### src/rtl/vccc_pkg.sv
// ----------------------------------------------------------------------------
// vccc_pkg: shared definitions for the vending coin change controller
// Widths, command and event codes, coin table and default configuration.
// ----------------------------------------------------------------------------
package vccc_pkg;

	// default parameter values
	localparam int NUM_PRODUCTS_DEF   = 5;
	localparam int STOCK_CAP_DEF      = 20;
	localparam int BALANCE_LIMIT_DEF  = 500;
	localparam int COIN_COUNT_MAX_DEF = 255;

	// fixed field widths
	localparam int CMD_W     = 3;
	localparam int PIDX_W    = 3;
	localparam int KIND_W    = 2;
	localparam int LOAD_W    = 8;
	localparam int EVENT_W   = 3;
	localparam int COINV_W   = 6;
	localparam int BAL_W     = 9;
	localparam int PRICE_W   = 9;
	localparam int MASK_W    = 5;
	localparam int STOCK_W   = 5;
	localparam int COUNT_W   = 8;
	localparam int REG_IDX_W = 3;

	localparam int NUM_COINS        = 3;
	localparam int NUM_PRICE_REGS   = 5;
	localparam int MAX_CHANGE_COINS = 50;
	localparam int NCNT_W           = 6;

	// reset prices per slot
	localparam logic [PRICE_W-1:0] PRICE_RESET [NUM_PRICE_REGS] =
		'{9'd60, 9'd50, 9'd70, 9'd40, 9'd40};

	// coin kind codes
	localparam logic [KIND_W-1:0] COIN_10   = 2'd0;
	localparam logic [KIND_W-1:0] COIN_20   = 2'd1;
	localparam logic [KIND_W-1:0] COIN_50   = 2'd2;
	localparam logic [KIND_W-1:0] COIN_NONE = 2'd3;

	typedef enum logic [CMD_W-1:0] {
		CMD_COIN       = 3'd0,
		CMD_SELECT     = 3'd1,
		CMD_CHANGE     = 3'd2,
		CMD_LOAD_STOCK = 3'd3,
		CMD_LOAD_COINS = 3'd4
	} cmd_t;

	typedef enum logic [EVENT_W-1:0] {
		EV_STATUS       = 3'd0,
		EV_DISPENSED    = 3'd1,
		EV_REFUSED      = 3'd2,
		EV_COIN_RET     = 3'd3,
		EV_CHANGE_DONE  = 3'd4,
		EV_COIN_REFUSED = 3'd5
	} event_t;

	typedef enum logic {
		ST_IDLE,
		ST_RUN
	} state_t;

	// status masks handed from the status logic to the output register
	typedef struct packed {
		logic [MASK_W-1:0] in_stock;
		logic [MASK_W-1:0] can_buy;
	} status_t;

	// value in sen of a coin kind
	function automatic logic [COINV_W-1:0] coin_value(input logic [KIND_W-1:0] kind);
		logic [COINV_W-1:0] v;
		case (kind)
			COIN_10: v = 6'd10;
			COIN_20: v = 6'd20;
			COIN_50: v = 6'd50;
			default: v = 6'd0;
		endcase
		return v;
	endfunction

endpackage

### src/rtl/vccc_if.sv
// ----------------------------------------------------------------------------
// vccc_if: valid/ready channels of the vending coin change controller
// One interface for command items, one for result items.
// ----------------------------------------------------------------------------
interface vccc_cmd_if
	import vccc_pkg::*;
();
	logic                valid;
	logic                ready;
	logic [CMD_W-1:0]    command;
	logic [PIDX_W-1:0]   product_index;
	logic [KIND_W-1:0]   coin_kind;
	logic [LOAD_W-1:0]   load_count;

	modport source (output valid, command, product_index, coin_kind, load_count,
		input ready);
	modport sink (input valid, command, product_index, coin_kind, load_count,
		output ready);
endinterface

interface vccc_result_if
	import vccc_pkg::*;
();
	logic                valid;
	logic                ready;
	logic [EVENT_W-1:0]  event_kind;
	logic [COINV_W-1:0]  coin_value;
	logic [BAL_W-1:0]    balance;
	logic [MASK_W-1:0]   in_stock_mask;
	logic [MASK_W-1:0]   can_buy_mask;
	logic                last;

	modport source (output valid, event_kind, coin_value, balance, in_stock_mask,
		can_buy_mask, last, input ready);
	modport sink (input valid, event_kind, coin_value, balance, in_stock_mask,
		can_buy_mask, last, output ready);
endinterface

### src/rtl/vccc_status.sv
// ----------------------------------------------------------------------------
// vccc_status: product status masks
// Builds the in-stock and can-buy masks from stock, prices and balance.
// ----------------------------------------------------------------------------
module vccc_status
	import vccc_pkg::*;
#(
	parameter int NUM_PRODUCTS = NUM_PRODUCTS_DEF,
	parameter int NUM_PRICE    = NUM_PRICE_REGS
) (
	input  logic [STOCK_W-1:0] stock [NUM_PRODUCTS],
	input  logic [PRICE_W-1:0] price [NUM_PRICE],
	input  logic [BAL_W-1:0]   balance,
	output status_t            status
);

	// one bit per reported slot; slots past the mask width are not reported
	for (genvar i = 0; i < MASK_W; i++) begin : g_bit
		if (i < NUM_PRICE) begin : g_live
			assign status.in_stock[i] = (stock[i] != '0);
			assign status.can_buy[i]  = (stock[i] != '0) && (balance >= price[i]);
		end else begin : g_none
			assign status.in_stock[i] = 1'b0;
			assign status.can_buy[i]  = 1'b0;
		end
	end

endmodule

### src/rtl/vending_coin_change_controller_unit.sv
// ----------------------------------------------------------------------------
// vending_coin_change_controller_unit: vending controller with coin change
// Keeps stock, coin counts and balance; sells, loads and pays change.
// ----------------------------------------------------------------------------
// Usage:
//   cmd_ch carries command items (insert coin, select, return change, load
//   stock, load coins). It is ready only while no command is in progress.
//   result_ch carries result items; the last item of a command has last set.
//   The user writes prices (wr_en/wr_index/wr_data) only while idle; unenforced.
// Timing:
//   A command is taken, then a shared add/subtract unit runs one step per
//   cycle unless a stall holds it. Each step yields at most one result item.
//   Return change takes one step per returned coin plus one per coin kind it
//   moves past and one for the final item: up to 53 steps. A result passes
//   through the pending stage, then the output register, after its step.
//   The masks are sampled from state after the result's own effect.
// Reset:
//   arst_n clears stock, coin counts, balance and all valid flags; prices
//   return to their default values.
// Stall:
//   A full output register with result_ch.ready low holds the pending item,
//   and the step sequencer waits until it can move.
// ----------------------------------------------------------------------------
module vending_coin_change_controller_unit
	import vccc_pkg::*;
#(
	parameter int NUM_PRODUCTS   = NUM_PRODUCTS_DEF,
	parameter int STOCK_CAP      = STOCK_CAP_DEF,
	parameter int BALANCE_LIMIT  = BALANCE_LIMIT_DEF,
	parameter int COIN_COUNT_MAX = COIN_COUNT_MAX_DEF
) (
	input  logic                 clk,
	input  logic                 arst_n,
	vccc_cmd_if.sink             cmd_ch,
	vccc_result_if.source        result_ch,
	input  logic                 wr_en,
	input  logic [REG_IDX_W-1:0] wr_index,
	input  logic [PRICE_W-1:0]   wr_data
);

	localparam int NUM_PRICE = (NUM_PRODUCTS < NUM_PRICE_REGS) ? NUM_PRODUCTS
		: NUM_PRICE_REGS;
	localparam int SIDX_W  = (NUM_PRODUCTS > 1) ? $clog2(NUM_PRODUCTS) : 1;
	localparam int PRIDX_W = (NUM_PRICE > 1) ? $clog2(NUM_PRICE) : 1;

	localparam logic [BAL_W:0]     LIMIT_V     = (BAL_W + 1)'(BALANCE_LIMIT);
	localparam logic [STOCK_W-1:0] STOCK_CAP_V = STOCK_W'(STOCK_CAP);
	localparam logic [COUNT_W-1:0] COIN_MAX_V  = COUNT_W'(COIN_COUNT_MAX);

	// architectural state
	logic [PRICE_W-1:0] price_q    [NUM_PRICE];
	logic [STOCK_W-1:0] stock_q    [NUM_PRODUCTS];
	logic [COUNT_W-1:0] coin_cnt_q [NUM_COINS];
	logic [BAL_W-1:0]   bal_q;

	// sequencer
	state_t             state_q, state_d;
	logic [CMD_W-1:0]   cmd_q;
	logic [PIDX_W-1:0]  prod_q;
	logic [KIND_W-1:0]  kind_q;
	logic [LOAD_W-1:0]  load_q;
	logic [KIND_W-1:0]  sel_q;
	logic [NCNT_W-1:0]  n_q;

	// pending result and output register
	logic               pend_v_q;
	event_t             pend_ev_q;
	logic [COINV_W-1:0] pend_cv_q;
	logic               pend_last_q;
	logic               out_v_q;
	logic [EVENT_W-1:0] out_ev_q;
	logic [COINV_W-1:0] out_cv_q;
	logic [BAL_W-1:0]   out_bal_q;
	status_t            out_stat_q;

	logic               accept, step, step_ok, pend_go;
	logic               prod_ok, price_ok;
	logic [STOCK_W-1:0] stock_rd;
	logic [PRICE_W-1:0] price_rd;
	logic [KIND_W-1:0]  coin_idx;
	logic [COUNT_W-1:0] coin_rd;

	// shared add/subtract unit
	logic [PRICE_W-1:0] alu_b;
	logic               alu_sub;
	logic [BAL_W:0]     alu_res;

	// step decisions
	logic               emit, finish;
	event_t             emit_ev;
	logic [COINV_W-1:0] emit_cv;
	logic               emit_last;
	logic               bal_we, stock_we, coin_we, sel_dec, n_inc;
	logic [STOCK_W-1:0] stock_d;
	logic [COUNT_W-1:0] coin_d;
	logic [STOCK_W-1:0] load_stock;
	logic [COUNT_W-1:0] load_coins;

	status_t            status;

	// handshake
	assign cmd_ch.ready = (state_q == ST_IDLE);
	assign accept       = cmd_ch.valid && cmd_ch.ready;
	assign pend_go      = pend_v_q && (!out_v_q || result_ch.ready);
	assign step_ok      = !pend_v_q || pend_go;
	assign step         = (state_q == ST_RUN) && step_ok;

	// operand reads
	assign prod_ok  = 32'(prod_q) < NUM_PRODUCTS;
	assign price_ok = 32'(prod_q) < NUM_PRICE;
	assign stock_rd = prod_ok ? stock_q[SIDX_W'(prod_q)] : '0;
	assign price_rd = price_ok ? price_q[PRIDX_W'(prod_q)] : '0;
	assign coin_idx = (cmd_t'(cmd_q) == CMD_CHANGE) ? sel_q : kind_q;
	assign coin_rd  = (coin_idx != COIN_NONE) ? coin_cnt_q[coin_idx] : '0;

	assign alu_res = alu_sub ? ({1'b0, bal_q} - {1'b0, alu_b})
		: ({1'b0, bal_q} + {1'b0, alu_b});

	// load clamps
	assign load_stock = (load_q > LOAD_W'(STOCK_CAP)) ? STOCK_CAP_V : load_q[STOCK_W-1:0];
	assign load_coins = (load_q > COIN_MAX_V) ? COIN_MAX_V : load_q;

	// step logic and next state
	always_comb begin
		emit      = 1'b1;
		finish    = 1'b1;
		emit_ev   = EV_STATUS;
		emit_cv   = '0;
		emit_last = 1'b1;
		bal_we    = 1'b0;
		stock_we  = 1'b0;
		coin_we   = 1'b0;
		sel_dec   = 1'b0;
		n_inc     = 1'b0;
		stock_d   = stock_rd;
		coin_d    = coin_rd;
		alu_b     = '0;
		alu_sub   = 1'b0;
		case (cmd_t'(cmd_q))
			CMD_COIN: begin
				alu_b = PRICE_W'(coin_value(kind_q));
				if (kind_q != COIN_NONE && alu_res <= LIMIT_V && coin_rd < COIN_MAX_V) begin
					bal_we  = 1'b1;
					coin_we = 1'b1;
					coin_d  = coin_rd + 1'b1;
				end else begin
					emit_ev = EV_COIN_REFUSED;
				end
			end
			CMD_SELECT: begin
				alu_sub = 1'b1;
				alu_b   = price_rd;
				if (prod_ok && stock_rd != '0 && !alu_res[BAL_W]) begin
					emit_ev  = EV_DISPENSED;
					bal_we   = 1'b1;
					stock_we = 1'b1;
					stock_d  = stock_rd - 1'b1;
				end else begin
					emit_ev = EV_REFUSED;
				end
			end
			CMD_CHANGE: begin
				alu_sub = 1'b1;
				alu_b   = PRICE_W'(coin_value(sel_q));
				if (!alu_res[BAL_W] && coin_rd != '0 && 32'(n_q) < MAX_CHANGE_COINS) begin
					emit_ev   = EV_COIN_RET;
					emit_cv   = coin_value(sel_q);
					emit_last = 1'b0;
					finish    = 1'b0;
					bal_we    = 1'b1;
					coin_we   = 1'b1;
					coin_d    = coin_rd - 1'b1;
					n_inc     = 1'b1;
				end else if (sel_q == COIN_10) begin
					emit_ev = EV_CHANGE_DONE;
				end else begin
					// this coin kind cannot be paid out, try the next smaller one
					emit    = 1'b0;
					finish  = 1'b0;
					sel_dec = 1'b1;
				end
			end
			CMD_LOAD_STOCK: begin
				if (prod_ok) begin
					stock_we = 1'b1;
					stock_d  = load_stock;
				end
			end
			CMD_LOAD_COINS: begin
				if (kind_q != COIN_NONE) begin
					coin_we = 1'b1;
					coin_d  = load_coins;
				end
			end
			default: begin
			end
		endcase

		state_d = state_q;
		case (state_q)
			ST_IDLE: if (accept) state_d = ST_RUN;
			ST_RUN:  if (step && finish) state_d = ST_IDLE;
			default: state_d = ST_IDLE;
		endcase
	end

	// state register
	always_ff @(posedge clk or negedge arst_n) begin
		if (!arst_n) begin
			state_q <= ST_IDLE;
		end else begin
			state_q <= state_d;
		end
	end

	// command capture and change sequencing
	always_ff @(posedge clk or negedge arst_n) begin
		if (!arst_n) begin
			sel_q <= COIN_50;
			n_q   <= '0;
		end else if (accept) begin
			sel_q <= COIN_50;
			n_q   <= '0;
		end else if (step) begin
			if (sel_dec) sel_q <= sel_q - 1'b1;
			if (n_inc)   n_q   <= n_q + 1'b1;
		end
	end

	always_ff @(posedge clk) begin
		if (accept) begin
			cmd_q  <= cmd_ch.command;
			prod_q <= cmd_ch.product_index;
			kind_q <= cmd_ch.coin_kind;
			load_q <= cmd_ch.load_count;
		end
	end

	// prices
	always_ff @(posedge clk or negedge arst_n) begin
		if (!arst_n) begin
			for (int i = 0; i < NUM_PRICE; i++) price_q[i] <= PRICE_RESET[i];
		end else if (wr_en && 32'(wr_index) < NUM_PRICE) begin
			price_q[PRIDX_W'(wr_index)] <= wr_data;
		end
	end

	// balance, stock and coin counts
	always_ff @(posedge clk or negedge arst_n) begin
		if (!arst_n) begin
			bal_q <= '0;
			for (int i = 0; i < NUM_PRODUCTS; i++) stock_q[i] <= '0;
			for (int i = 0; i < NUM_COINS; i++) coin_cnt_q[i] <= '0;
		end else if (step) begin
			if (bal_we)   bal_q <= alu_res[BAL_W-1:0];
			if (stock_we) stock_q[SIDX_W'(prod_q)] <= stock_d;
			if (coin_we)  coin_cnt_q[coin_idx] <= coin_d;
		end
	end

	// pending result: held in the pending stage so masks see the step's effect
	always_ff @(posedge clk or negedge arst_n) begin
		if (!arst_n) begin
			pend_v_q <= 1'b0;
		end else if (step && emit) begin
			pend_v_q <= 1'b1;
		end else if (pend_go) begin
			pend_v_q <= 1'b0;
		end
	end

	always_ff @(posedge clk) begin
		if (step && emit) begin
			pend_ev_q   <= emit_ev;
			pend_cv_q   <= emit_cv;
			pend_last_q <= emit_last;
		end
	end

	// status masks from current state
	vccc_status #(
		.NUM_PRODUCTS (NUM_PRODUCTS),
		.NUM_PRICE    (NUM_PRICE)
	) u_status (
		.stock   (stock_q),
		.price   (price_q),
		.balance (bal_q),
		.status  (status)
	);

	// output register
	always_ff @(posedge clk or negedge arst_n) begin
		if (!arst_n) begin
			out_v_q <= 1'b0;
		end else if (pend_go) begin
			out_v_q <= 1'b1;
		end else if (result_ch.ready) begin
			out_v_q <= 1'b0;
		end
	end

	always_ff @(posedge clk) begin
		if (pend_go) begin
			out_ev_q   <= pend_ev_q;
			out_cv_q   <= pend_cv_q;
			out_bal_q  <= bal_q;
			out_stat_q <= status;
			result_ch.last <= pend_last_q;
		end
	end

	assign result_ch.valid         = out_v_q;
	assign result_ch.event_kind    = out_ev_q;
	assign result_ch.coin_value    = out_cv_q;
	assign result_ch.balance       = out_bal_q;
	assign result_ch.in_stock_mask = out_stat_q.in_stock;
	assign result_ch.can_buy_mask  = out_stat_q.can_buy;

endmodule
### src/flat_wrapper.sv
// flat-port wrapper written by rule: the top's interface ports become plain ports
module vending_coin_change_controller_unit_flat import vccc_pkg::*;
#(
	parameter int NUM_PRODUCTS   = NUM_PRODUCTS_DEF,
	parameter int STOCK_CAP      = STOCK_CAP_DEF,
	parameter int BALANCE_LIMIT  = BALANCE_LIMIT_DEF,
	parameter int COIN_COUNT_MAX = COIN_COUNT_MAX_DEF
)
  (clk, arst_n, wr_en, wr_index, wr_data, cmd_ch_valid, cmd_ch_command, cmd_ch_product_index, cmd_ch_coin_kind, cmd_ch_load_count, cmd_ch_ready, result_ch_valid, result_ch_event_kind, result_ch_coin_value, result_ch_balance, result_ch_in_stock_mask, result_ch_can_buy_mask, result_ch_last, result_ch_ready);
  vccc_cmd_if cmd_ch_i ();
  vccc_result_if result_ch_i ();
  input  logic clk;
  input  logic arst_n;
  input  logic wr_en;
  input  logic [REG_IDX_W-1:0] wr_index;
  input  logic [PRICE_W-1:0] wr_data;
  input wire logic [$bits(cmd_ch_i.valid)-1:0] cmd_ch_valid;
  input wire logic [$bits(cmd_ch_i.command)-1:0] cmd_ch_command;
  input wire logic [$bits(cmd_ch_i.product_index)-1:0] cmd_ch_product_index;
  input wire logic [$bits(cmd_ch_i.coin_kind)-1:0] cmd_ch_coin_kind;
  input wire logic [$bits(cmd_ch_i.load_count)-1:0] cmd_ch_load_count;
  output wire logic [$bits(cmd_ch_i.ready)-1:0] cmd_ch_ready;
  output wire logic [$bits(result_ch_i.valid)-1:0] result_ch_valid;
  output wire logic [$bits(result_ch_i.event_kind)-1:0] result_ch_event_kind;
  output wire logic [$bits(result_ch_i.coin_value)-1:0] result_ch_coin_value;
  output wire logic [$bits(result_ch_i.balance)-1:0] result_ch_balance;
  output wire logic [$bits(result_ch_i.in_stock_mask)-1:0] result_ch_in_stock_mask;
  output wire logic [$bits(result_ch_i.can_buy_mask)-1:0] result_ch_can_buy_mask;
  output wire logic [$bits(result_ch_i.last)-1:0] result_ch_last;
  input wire logic [$bits(result_ch_i.ready)-1:0] result_ch_ready;
  assign cmd_ch_i.valid = cmd_ch_valid;
  assign cmd_ch_i.command = cmd_ch_command;
  assign cmd_ch_i.product_index = cmd_ch_product_index;
  assign cmd_ch_i.coin_kind = cmd_ch_coin_kind;
  assign cmd_ch_i.load_count = cmd_ch_load_count;
  assign cmd_ch_ready = cmd_ch_i.ready;
  assign result_ch_valid = result_ch_i.valid;
  assign result_ch_event_kind = result_ch_i.event_kind;
  assign result_ch_coin_value = result_ch_i.coin_value;
  assign result_ch_balance = result_ch_i.balance;
  assign result_ch_in_stock_mask = result_ch_i.in_stock_mask;
  assign result_ch_can_buy_mask = result_ch_i.can_buy_mask;
  assign result_ch_last = result_ch_i.last;
  assign result_ch_i.ready = result_ch_ready;
  vending_coin_change_controller_unit #(.NUM_PRODUCTS(NUM_PRODUCTS), .STOCK_CAP(STOCK_CAP), .BALANCE_LIMIT(BALANCE_LIMIT), .COIN_COUNT_MAX(COIN_COUNT_MAX)) u_core (.clk(clk), .arst_n(arst_n), .cmd_ch(cmd_ch_i), .result_ch(result_ch_i), .wr_en(wr_en), .wr_index(wr_index), .wr_data(wr_data));
endmodule
### config.mk
export PLATFORM = sky130hd
export DESIGN_NAME = vending_coin_change_controller_unit_flat
export DESIGN_NICKNAME = d
export VERILOG_FILES = /design/src/rtl/vccc_pkg.sv /design/src/rtl/vccc_if.sv /design/src/rtl/vccc_status.sv /design/src/rtl/vending_coin_change_controller_unit.sv /design/src/flat_wrapper.sv
export SDC_FILE = /design/constraint.sdc
export NUM_CORES = 1
export LEC_CHECK = 0
export ABC_AREA = 0
export ABC_CLOCK_PERIOD_IN_PS = 7400
export BUFFER_PORTS_ARGS = -buffer_cell sky130_fd_sc_hd__buf_2
export CAP_MARGIN = 20
export CORE_UTILIZATION = 56
export DETAILED_ROUTE_END_ITERATION = 7
export GPL_TIMING_DRIVEN = 1
export PLACE_DENSITY_LB_ADDON = 0.08
export SYNTH_ARGS = -nofsm -noshare
export SYNTH_HDL_FRONTEND = slang
export SYNTH_SLANG_ARGS = --single-unit
### constraint.sdc
create_clock -name clk -period 7.4 [get_ports clk]
set_clock_uncertainty 0.1 [all_clocks]
set_input_delay 1.48 -clock clk [delete_from_list [all_inputs] [get_ports clk]]
set_output_delay 1.48 -clock clk [all_outputs]
set_load 0.005 [all_outputs]
Word level (Yosys, flattened, before mapping)
Index checks and enable logic that the tools add are counted.
{ "totals": {"regBits": 169, "inputBits": 33, "out_inout_bits": 31, "elab_cells": 190} }
{ "classes": {"n_addsub": 7, "magnitude_cmp": 18, "n_eq_ne": 10, "n_mux": 72, "bitwise": 4, "reduce_logical": 47} }
{ "op_table": {"columns": ["cell", "count"], "rows": [
  ["$mux W8", 8],
  ["$bwmux W45", 1],
  ["$ge A9 B9 Y1", 5],
  ["$mux W9", 4],
  ["$pmux W6 S3", 2],
  ["$mux W5", 7],
  ["$reduce_bool A5 Y1", 6],
  ["$bmux W9 S3", 1],
  ["$demux W9 S3", 1],
  ["$pmux W9 S3", 1],
  ["$bwmux W25", 1],
  ["$bwmux W24", 1],
  ["$pmux W8 S3", 1],
  ["$mux W1", 22],
  ["$logic_and A1 B1 Y1", 20],
  ["$mux W6", 3],
  ["$bmux W8 S2", 1],
  ["$demux W8 S2", 1],
  ["$bmux W5 S3", 1],
  ["$demux W5 S3", 1],
  ["$reduce_and A2 Y1", 6],
  ["$add A9 B9 Y10", 1],
  ["$le A10 B9 Y1 const B", 1],
  ["$mux W10", 1],
  ["37 further kinds", 61]
]} }

Longest topological paths before layout
Gate-level depths: netlist (run 1).
{ "logic_depth": {"depth_word": 16, "mapped_depth": 23, "depth_no_buf": 20} }

Modules after synthesis
From an unflattened synthesis (run 1), not the netlist that was laid out.
{ "unflattened": {"cells_unflattened": 941, "hier_area_um2": 10239.8} }
{ "modules_own_cells": {"columns": ["mod", "n_inst", "cells_each", "area_per_inst_um2"], "rows": [
  ["vending_coin_change_controller_unit", 1, 777, 9088.7],
  ["vccc_status", 1, 164, 1151.1]
]} }

Worst setup path after synthesis (run 1)
OpenSTA, ideal clock, no wires.
{ "synth_timing": {"path_kind": "reg-to-reg", "from": "register u_core.prod_q[1]", "to": "register u_core.bal_q[2]", "arrival_time_ns": 5.129, "required_ns": 7.175, "slack_ns": 2.046, "path_stages_with_launch": 22, "synth_period_minus_slack_ns": 5.354, "path_cell_list": "edfxtp_1 > buf_2 > buf_2 > buf_1 > mux4_2 > a22o_1 > nand2_1 > ha_1 > and3_1 > nand2b_1 > xnor2_1 > ha_1 > clkbuf_1 > a21o_1 > a31oi_1 > nand2_1 > a311oi_1 > nor3_1 > nand4b_4 > o221a_4 > a2111oi_4 > mux2_4"} }
{ "synth_via": {"elab_chain_cells": 14, "elab_cells_between_ends": 28} }
{ "synth_rtl": {"columns": ["element", "line", "text"], "rows": [
  ["from (decl)", "vending_coin_change_controller_unit.sv:59", "logic [PIDX_W-1:0] prod_q;"],
  ["from (signal assigned)", "vending_coin_change_controller_unit.sv:233", "prod_q <= cmd_ch.product_index;"],
  ["$not A3 Y4 (not written as such)", "vending_coin_change_controller_unit.sv:111, vending_coin_change_controller_unit.sv:112", null],
  ["$bmux W9 S3", "vending_coin_change_controller_unit.sv:112", "assign price_rd = price_ok ? price_q[PRIDX_W'(prod_q)] : '0;"],
  ["$mux W9 (not written as such) (2 in series)", "vending_coin_change_controller_unit.sv:112", null],
  ["$mux W9", "vending_coin_change_controller_unit.sv:112", null],
  ["$pmux W9 S3", "vending_coin_change_controller_unit.sv:139", "case (cmd_t'(cmd_q))"],
  ["$add A9 B9 Y10 / $sub A9 B9 Y10 (equally long branches)", "vending_coin_change_controller_unit.sv:117, vending_coin_change_controller_unit.sv:116", null],
  ["$mux W10", "vending_coin_change_controller_unit.sv:116", "assign alu_res = alu_sub ? ({1'b0, bal_q} - {1'b0, alu_b})"],
  ["$le A10 B9 Y1 / $logic_not A1 Y1 (equally long branches)", "vending_coin_change_controller_unit.sv:142, vending_coin_change_controller_unit.sv:153, vending_coin_change_controller_unit.sv:165", null],
  ["$logic_and A1 B1 Y1 (on tied branches) (2 in series)", "vending_coin_change_controller_unit.sv:142, vending_coin_change_controller_unit.sv:165", null],
  ["$mux W1 (on tied branches)", "vending_coin_change_controller_unit.sv:142, vending_coin_change_controller_unit.sv:165", null],
  ["$pmux W1 S3", "vending_coin_change_controller_unit.sv:139", null],
  ["$reduce_and A2 Y1 (no line)", null, null],
  ["to (signal assigned)", "vending_coin_change_controller_unit.sv:255", "if (bal_we) bal_q <= alu_res[BAL_W-1:0];"],
  ["to (decl)", "vending_coin_change_controller_unit.sv:54", "logic [BAL_W-1:0] bal_q;"]
]} }
Several ways; a longest one is shown, not always the timed one. The select of a mux whose other input is x is not followed.
A chain may end at the register's enable or synchronous reset.

Worst setup path in the final report (run 1)
{ "layout_timing": {"from": "register u_core.cmd_q[1]", "to": "register u_core.bal_q[5]"} }
{ "layout_via": {"elab_chain_cells": 13, "elab_cells_between_ends": 30} }
{ "layout_rtl": {"columns": ["element", "line", "text"], "rows": [
  ["from (decl)", "vending_coin_change_controller_unit.sv:58", "logic [CMD_W-1:0] cmd_q;"],
  ["from (signal assigned)", "vending_coin_change_controller_unit.sv:232", "cmd_q <= cmd_ch.command;"],
  ["parallel branches: the longest is 13 deep, another holds $add A9 B9 Y10", null, null]
]} }
Parallel ways; which one is timed is not known. The select of a mux whose other input is x is not followed.

==> impl_metrics.json, run 1 <==
{
  "finalWorstSetupSlack_ns": 1.23,
  "drt_iter0_markers": 620,
  "tightest_slew_ns": 1.02,
  "fin_crit_ns": 6.17,
  "first_global_vias": 7317,
  "finalHoldViolations": 0,
  "critPathMaxFanout": 18,
  "maxCapViolations": 0,
  "num_vias": 7552,
  "p_seq_share_pct": 35.8,
  "drc_errors": 0,
  "dr.pass1.iters": 5,
  "dp_slack_ns": 1.33,
  "post_cts_buffers": 0,
  "finalMaxSlewViolations": 0,
  "reg2reg_to": "u_core.bal_q[5]$_DFFE_PN0P_",
  "criticalPathCategory": "register to register",
  "cts_tree": "built",
  "n_antenna_cell": 0,
  "synth.ff_latch_count": 167,
  "status": "finished clean",
  "p_clk_share_pct": 22.3,
  "hp-start": "u_core.pend_ev_q[2]$_SDFFCE_PP0P_",
  "nets": 1129,
  "grt_max_degree": 74,
  "synthDistinctLibCells": 85,
  "final_common_cell": "dfrtp_1",
  "syn_nets": 1073,
  "required_ns": 7.61,
  "end_kind": "register",
  "gr-total-overflow": 0,
  "dp_hpwl_mm": 18.2,
  "io-pin-count": 64,
  "synth.avg_cell_area_um2": 10.5,
  "internal_power_mw": 2.37,
  "synth_ff_type": "dfrtp_1",
  "r2r-start": "u_core.cmd_q[1]$_DFFE_PP_",
  "seq_area_frac_synth_pct": 43.8,
  "clockBufferDepth": 2,
  "antenna_found_initial": 0,
  "fin_util_pct": 64.2,
  "worstHoldPathCells": 0,
  "htree_levels": 4,
  "grt_pass1_wl_mm": 39.6,
  "synth_cells": 968,
  "start_util_pct": 58.1,
  "rr_worst_depth": 17,
  "rows": 48,
  "post-route-period-util_pct": 83.4,
  "rrSetupSlack_ns": 1.23,
  "dieArea_mm2": 0.0187,
  "rsz0062_at_grt": "false",
  "numCtsBuffers": 17,
  "clkLatencyLatePin_ns": 0.43,
  "async_flop_share_pct": 68.3,
  "swShare_pct": 38.9,
  "die_h_um": 137,
  "portBuffers": 62,
  "routed_wl_mm": 24.5,
  "core-area_mm2": 0.0175,
  "pwr-share-comb_pct": 41.9,
  "synth_edf_count": 53,
  "synth_area_mm2": 0.0102,
  "yosys_warnings": 0,
  "mostFrequentLayoutCells": "dfrtp_1 (99), nand2_1 (85), ha_1 (71)",
  "gp_congestion": 0.937,
  "crit_path_start_kind": "register",
  "power.density_mw_per_mm2": 344,
  "p_leak_nw": 4.92,
  "clkTransAtPathRegs_ns": 0.06,
  "holdBufCountCts": 0,
  "max_freq_ghz": 0.162,
  "areaGrowthSynthToFinish_pct": 10.6,
  "finalSetupViolations": 0,
  "p_total_mw": 3.88,
  "die_w_um": 137,
  "drive_above_1_share_pct": 20.9,
  "min_path_type": "register to register",
  "grt_use_total_pct": 28.0,
  "slew_headroom_pct": 32.2,
  "avgViaCountPerCell": 5.98,
  "power.switching_mw": 1.51,
  "cts-root-buf": "clkbuf_16",
  "ir_drop_uv": 295,
  "setup-tns-final_ns": 0,
  "cts_resized": 0,
  "worstHoldEndpoint": "u_core.result_ch.event_kind[2]$_DFFE_PP_",
  "whs_ns": 0.316,
  "ant_nets": 0,
  "drt-wirelength-per-cell_um": 19.4,
  "arrival_ns": 6.38,
  "cts.sinks": 167
}
[power by group through the flow]
| stage | Sequential (mW) | Clock (mW) | Combinational, mW |
|---|---|---|---|
| floorplan | 1.33 | 0 | 1.21 |
| global placement | 1.40 | 0 | 1.58 |
| detailed placement | 1.40 | 0 | 1.59 |
| CTS | 1.39 | 0.878 | 1.60 |
| global route | 1.42 | 0.911 | 1.81 |
| finish | 1.39 | 0.864 | 1.62 |
[through the flow]
step / std cells / cell area (um2)
2_1_floorplan: 968 / 10200
3_3_place_gp: 1228 / 10700
3_5_place_dp: 1228 / 10700
4_1_cts: 1260 / 11200
5_1_grt: 1262 / 11300
6_report: 1262 / 11300
[cell families (layout without fill, tap and decap cells)]
| logic type | after synthesis | count (layout) | synth area share [%] |
|---|---|---|---|
| flip-flops | 167 | 167 | 43.8 |
| buffers and inverters | 100 | 169 | 4.12 |
| other | 1 | 1 | 0.0368 |
| AND/OR/NAND/NOR | 275 | 275 | 13.7 |
| AO/OA/AOI/OAI | 220 | 220 | 14.3 |
| adder cells (fa/ha/maj) | 72 | 72 | 8.92 |
| XOR/XNOR | 15 | 15 | 1.29 |
| multiplexers | 118 | 118 | 13.7 |
[area by class of cell]
type,count,area (um2)
fill,1482,6270
multi-input combinational,701,5320
sequential,167,4460
clock buffer,20,437
timing repair buffer,72,395
tap,225,282
inverter,65,244
clock inverter,12,128
[layer usage]
layer	track usage, %	vias up	wire length, um
met5	0	-	0
met4	8.00	0	337
met3	5.85	32	1730
met2	41.3	254	10500
met1	41.3	3638	11900
li1	-	3628	-
[how the worst max path moves through the flow]
stage	from	endpoint	slack [ns]	depth (start not counted)
after floorplan	u_core.prod_q[1]$_DFFE_PP_	u_core.bal_q[2]$_DFFE_PN0P_	2.05	21
after global placement	u_core.cmd_q[1]$_DFFE_PP_	u_core.bal_q[4]$_DFFE_PN0P_	1.41	17
after detailed placement	u_core.cmd_q[1]$_DFFE_PP_	u_core.bal_q[5]$_DFFE_PN0P_	1.33	17
after CTS	u_core.cmd_q[1]$_DFFE_PP_	u_core.bal_q[5]$_DFFE_PN0P_	1.28	17
after global routing	u_core.cmd_q[1]$_DFFE_PP_	u_core.bal_q[6]$_DFFE_PN0P_	0.90	17
final	u_core.cmd_q[1]$_DFFE_PP_	u_core.bal_q[5]$_DFFE_PN0P_	1.23	17
[flip-flops by register name (all words and copies together) (netlist names), 5 cells and up]
| name | cells |
|---|---|
| u_core.load_q | 8 |
| u_core.n_q | 6 |
| u_core.price_q | 45 |
| u_core.result_ch.can_buy_mask | 5 |
| u_core.result_ch.coin_value | 5 |
| u_core.result_ch.balance | 9 |
| u_core.coin_cnt_q | 24 |
| u_core.result_ch.in_stock_mask | 5 |
| u_core.bal_q | 9 |
| u_core.pend_cv_q | 5 |
| u_core.stock_q | 25 |
[worst max-delay path: stages (launching register included)]
cell,delay [ns]
edfxtp_1,0.70
or3b_1,0.73
o32ai_1,0.33
a21oi_1,0.11
ha_1,0.23
and3_1,0.16
nand2b_1,0.15
xnor2_1,0.14
ha_1,0.40
a21o_1,0.27
a31oi_1,0.19
nand2_1,0.12
a311oi_1,0.51
nor3_1,0.14
nand4b_4,0.32
o221a_4,0.34
a2111oi_4,0.75
mux2_4,0.36
[cells in the mapped netlist (5+ instances only)]
| library cell | n | share of area, % |
|---|---|---|
| o21a_1 | 8 | 0.59 |
| inv_1 | 63 | 2.3 |
| a21o_1 | 9 | 0.66 |
| mux2_4 | 6 | 0.88 |
| nand2_1 | 85 | 3.1 |
| xnor2_1 | 10 | 0.86 |
| and2_1 | 8 | 0.49 |
| xor2_1 | 5 | 0.43 |
| mux4_2 | 6 | 1.3 |
| dfstp_2 | 15 | 3.9 |
| a31oi_1 | 9 | 0.55 |
| nor2b_1 | 15 | 0.92 |
| mux2i_1 | 37 | 3.6 |
| mux2_2 | 65 | 7.2 |
| o22ai_1 | 6 | 0.37 |
| a21oi_1 | 47 | 2.3 |
| nor2_1 | 63 | 2.3 |
| clkbuf_1 | 17 | 0.63 |
| a22oi_1 | 12 | 0.88 |
| a211oi_1 | 7 | 0.52 |
| edfxtp_1 | 53 | 16 |
| o21ai_0 | 69 | 3.4 |
| nand4_1 | 6 | 0.37 |
| o211ai_1 | 7 | 0.52 |
| nor4_1 | 5 | 0.31 |
| nand2b_1 | 27 | 1.7 |
| buf_2 | 11 | 0.54 |
| nand3_1 | 9 | 0.44 |
| ha_1 | 71 | 8.7 |
| nor3_1 | 23 | 1.1 |
| dfrtp_1 | 99 | 24 |
Power figures use the tool's default switching activity.
==> inputs of run 2 (changes only) <==
--- a/config.mk
+++ b/config.mk
@@ -6,7 +6,7 @@
 export NUM_CORES = 1
 export LEC_CHECK = 0
 export ABC_AREA = 0
-export ABC_CLOCK_PERIOD_IN_PS = 7400
+export ABC_CLOCK_PERIOD_IN_PS = 5200
 export BUFFER_PORTS_ARGS = -buffer_cell sky130_fd_sc_hd__buf_2
 export CAP_MARGIN = 20
 export CORE_UTILIZATION = 56
==> constraint.sdc (replaced) <==
create_clock -name clk -period 5.2 [get_ports clk]
set_clock_uncertainty 0.1 [all_clocks]
set_input_delay 1.04 -clock clk [delete_from_list [all_inputs] [get_ports clk]]
set_output_delay 1.04 -clock clk [all_outputs]
set_load 0.005 [all_outputs]
==> run 2 against run 1 <==
Global-route usage rose by 0.86 points; hold slack worse by 0.0056 ns; non-clock buffer count up 56; register-to-register slack worse by 0.98 ns; final cell count increased by 4.4%; count of clock-buffer cells in the layout shrank 2; routed wire length grew 2.0%; core utilization is 2.9 points higher; sequential power grew 39%; sequential share of layout area is 1.7 points lower; total power up 54%; flip-flop and latch count is the same.
==> impl_metrics.json, run 2 (synthesis results as in run 1) <==
{
  "status": "finished clean",
  "finalMaxSlewViolations": 0,
  "largest_register_ffs": 45,
  "areaGrowthSynthToFinish_pct": 15.7,
  "power.density_mw_per_mm2": 507,
  "post-route-period-util_pct": 95.3,
  "first_global_vias": 7545,
  "critPathMaxFanout": 13,
  "fin_util_pct": 67.2,
  "grt_max_degree": 69,
  "gr-total-overflow": 0,
  "ant_nets": 0,
  "holdBufCountCts": 0,
  "nets": 1185,
  "slew_headroom_pct": 27.5,
  "setup-tns-final_ns": 0,
  "criticalPathCategory": "register to register",
  "grt_use_total_pct": 28.8,
  "largest_registers": "u_core.price_q x45, u_core.stock_q x25, u_core.coin_cnt_q x24",
  "dp_hpwl_mm": 18.7,
  "antenna_found_initial": 0,
  "tightest_slew_ns": 1.07,
  "p_leak_nw": 5.22,
  "final_common_cell": "dfrtp_1",
  "max_freq_ghz": 0.202,
  "routed_wl_mm": 25.0,
  "crit_path_start_kind": "register",
  "drc_errors": 0,
  "io-pin-count": 64,
  "arrival_ns": 5.17,
  "regMostFlops": "u_core.price_q",
  "die_w_um": 137,
  "htree_levels": 4,
  "clkTransAtPathRegs_ns": 0.07,
  "numPlacedInstances": 1281,
  "required_ns": 5.41,
  "cts-root-buf": "clkbuf_16",
  "numCtsBuffers": 17,
  "drive_above_1_share_pct": 26.2,
  "fin_cells": 1318,
  "num_vias": 7776,
  "end_kind": "register",
  "min_path_type": "input pin to async pin",
  "die_h_um": 137,
  "gp_congestion": 0.926,
  "drt-wirelength-per-cell_um": 18.9,
  "n_antenna_cell": 0,
  "cts_tree": "built",
  "mostFrequentLayoutCells": "dfrtp_1 (99), nand2_1 (84), ha_1 (71)",
  "fin_crit_ns": 4.95,
  "core-area_mm2": 0.0175,
  "finalSetupViolations": 0,
  "clockBufferDepth": 2,
  "grt_pass1_wl_mm": 40.5,
  "start_util_pct": 58.1,
  "dr.pass1.iters": 5,
  "finalHoldViolations": 0,
  "maxCapViolations": 0,
  "cts.sinks": 167,
  "ir_drop_uv": 386,
  "portBuffers": 62,
  "dieArea_mm2": 0.0187,
  "drt_iter0_markers": 549,
  "avgViaCountPerCell": 5.90,
  "rows": 48,
  "clkLatencyLatePin_ns": 0.43
}
## run 2: cell types whose count changed in the layout (fill, tap and decap cells not counted), sizes merged
cell	change
clkbuf	-2
clkinvlp	+1
inv	+1
buf	+56
## run 2: repair_timing
| action | CTS | global route |
|---|---|---|
| gates resized for setup | 0 | 11 |
| setup buffers | 0 | 5 |
| endpoints found under the setup margin | 0 | 54 |
## run 2: layer usage
| layer | routed length (um) | GRT usage [%] | share of wire (%) | vias to the layer above |
|---|---|---|---|---|
| met1 | 12100 | 41.8 | 48 | 3752 |
| met3 | 1550 | 6.44 | 6.2 | 34 |
| met5 | 0 | 0 | 0 | - |
| met4 | 352 | 8.06 | 1.4 | 0 |
| met2 | 11000 | 43.3 | 44 | 235 |
| li1 | - | - | - | 3755 |
## run 2: critical path, stage by stage, from the launching register on
cell	delay [ns]
dfstp_2	0.55
inv_1	0.07
ha_1	0.20
o21bai_1	0.25
o32ai_2	0.14
a21oi_1	0.18
ha_1	0.25
o21ai_1	0.23
inv_1	0.09
fa_1	0.45
nor2b_1	0.24
o2111ai_1	0.19
a21boi_0	0.28
nor4_1	0.09
nand4_1	0.17
nand4b_4	0.15
buf_12	0.17
o211a_1	0.27
or2_2	0.44
mux2_2	0.31
## run 2: through the flow
stage          hold slack (ns)  area, um2  power [mW]  setup slack [ns]
2_1_floorplan            0.300      10200        3.62            0.0245
3_3_place_gp             0.303      11100        4.54             0.148
3_5_place_dp             0.305      11100        4.58            0.0640
4_1_cts                  0.300      11700        5.88            0.0387
5_1_grt                  0.302      11800        6.38          -0.00662
6_report                 0.310      11800        5.98             0.247
## run 2: area by class of cell
type	instances	area, um2
well taps	225	282
multi-input cells	701	5370
inverters	65	244
clock buffers	18	439
clock inverters	14	148
flip-flops and latches	167	4460
fillers	1411	5760
repair buffers	128	833
## run 2: path summary, 6_finish.rpt
kind | cells after the start | startpoint | slack, ns | end
setup / recovery | 19 | u_core.sel_q[1]$_DFFE_PN1P_ | 0.25 | u_core.coin_cnt_q[0]$_DFFE_PN0P_
hold / removal | 1 | arst_n | 0.31 | u_core.price_q[44]$_DFFE_PN0P_
max in group asynchronous | 2 | arst_n | 3.59 | u_core.coin_cnt_q[17]$_DFFE_PN0P_
hold reg to reg | 0 | u_core.pend_cv_q[4]$_SDFFCE_PP0P_ | 0.31 | u_core.result_ch.coin_value[4]$_DFFE_PP_
min in group clk | 0 | u_core.pend_cv_q[4]$_SDFFCE_PP0P_ | 0.31 | u_core.result_ch.coin_value[4]$_DFFE_PP_
setup reg to reg | 19 | u_core.sel_q[1]$_DFFE_PN1P_ | 0.25 | u_core.coin_cnt_q[0]$_DFFE_PN0P_
## run 2: report_power, final
part           total, mW  switching [mW]  internal (mW)  leakage, nW
clock network       1.27           0.549          0.723        0.284
logic               2.78            1.54           1.23         2.99
registers           1.93           0.210           1.72         1.95
total               5.98            2.30           3.68         5.22
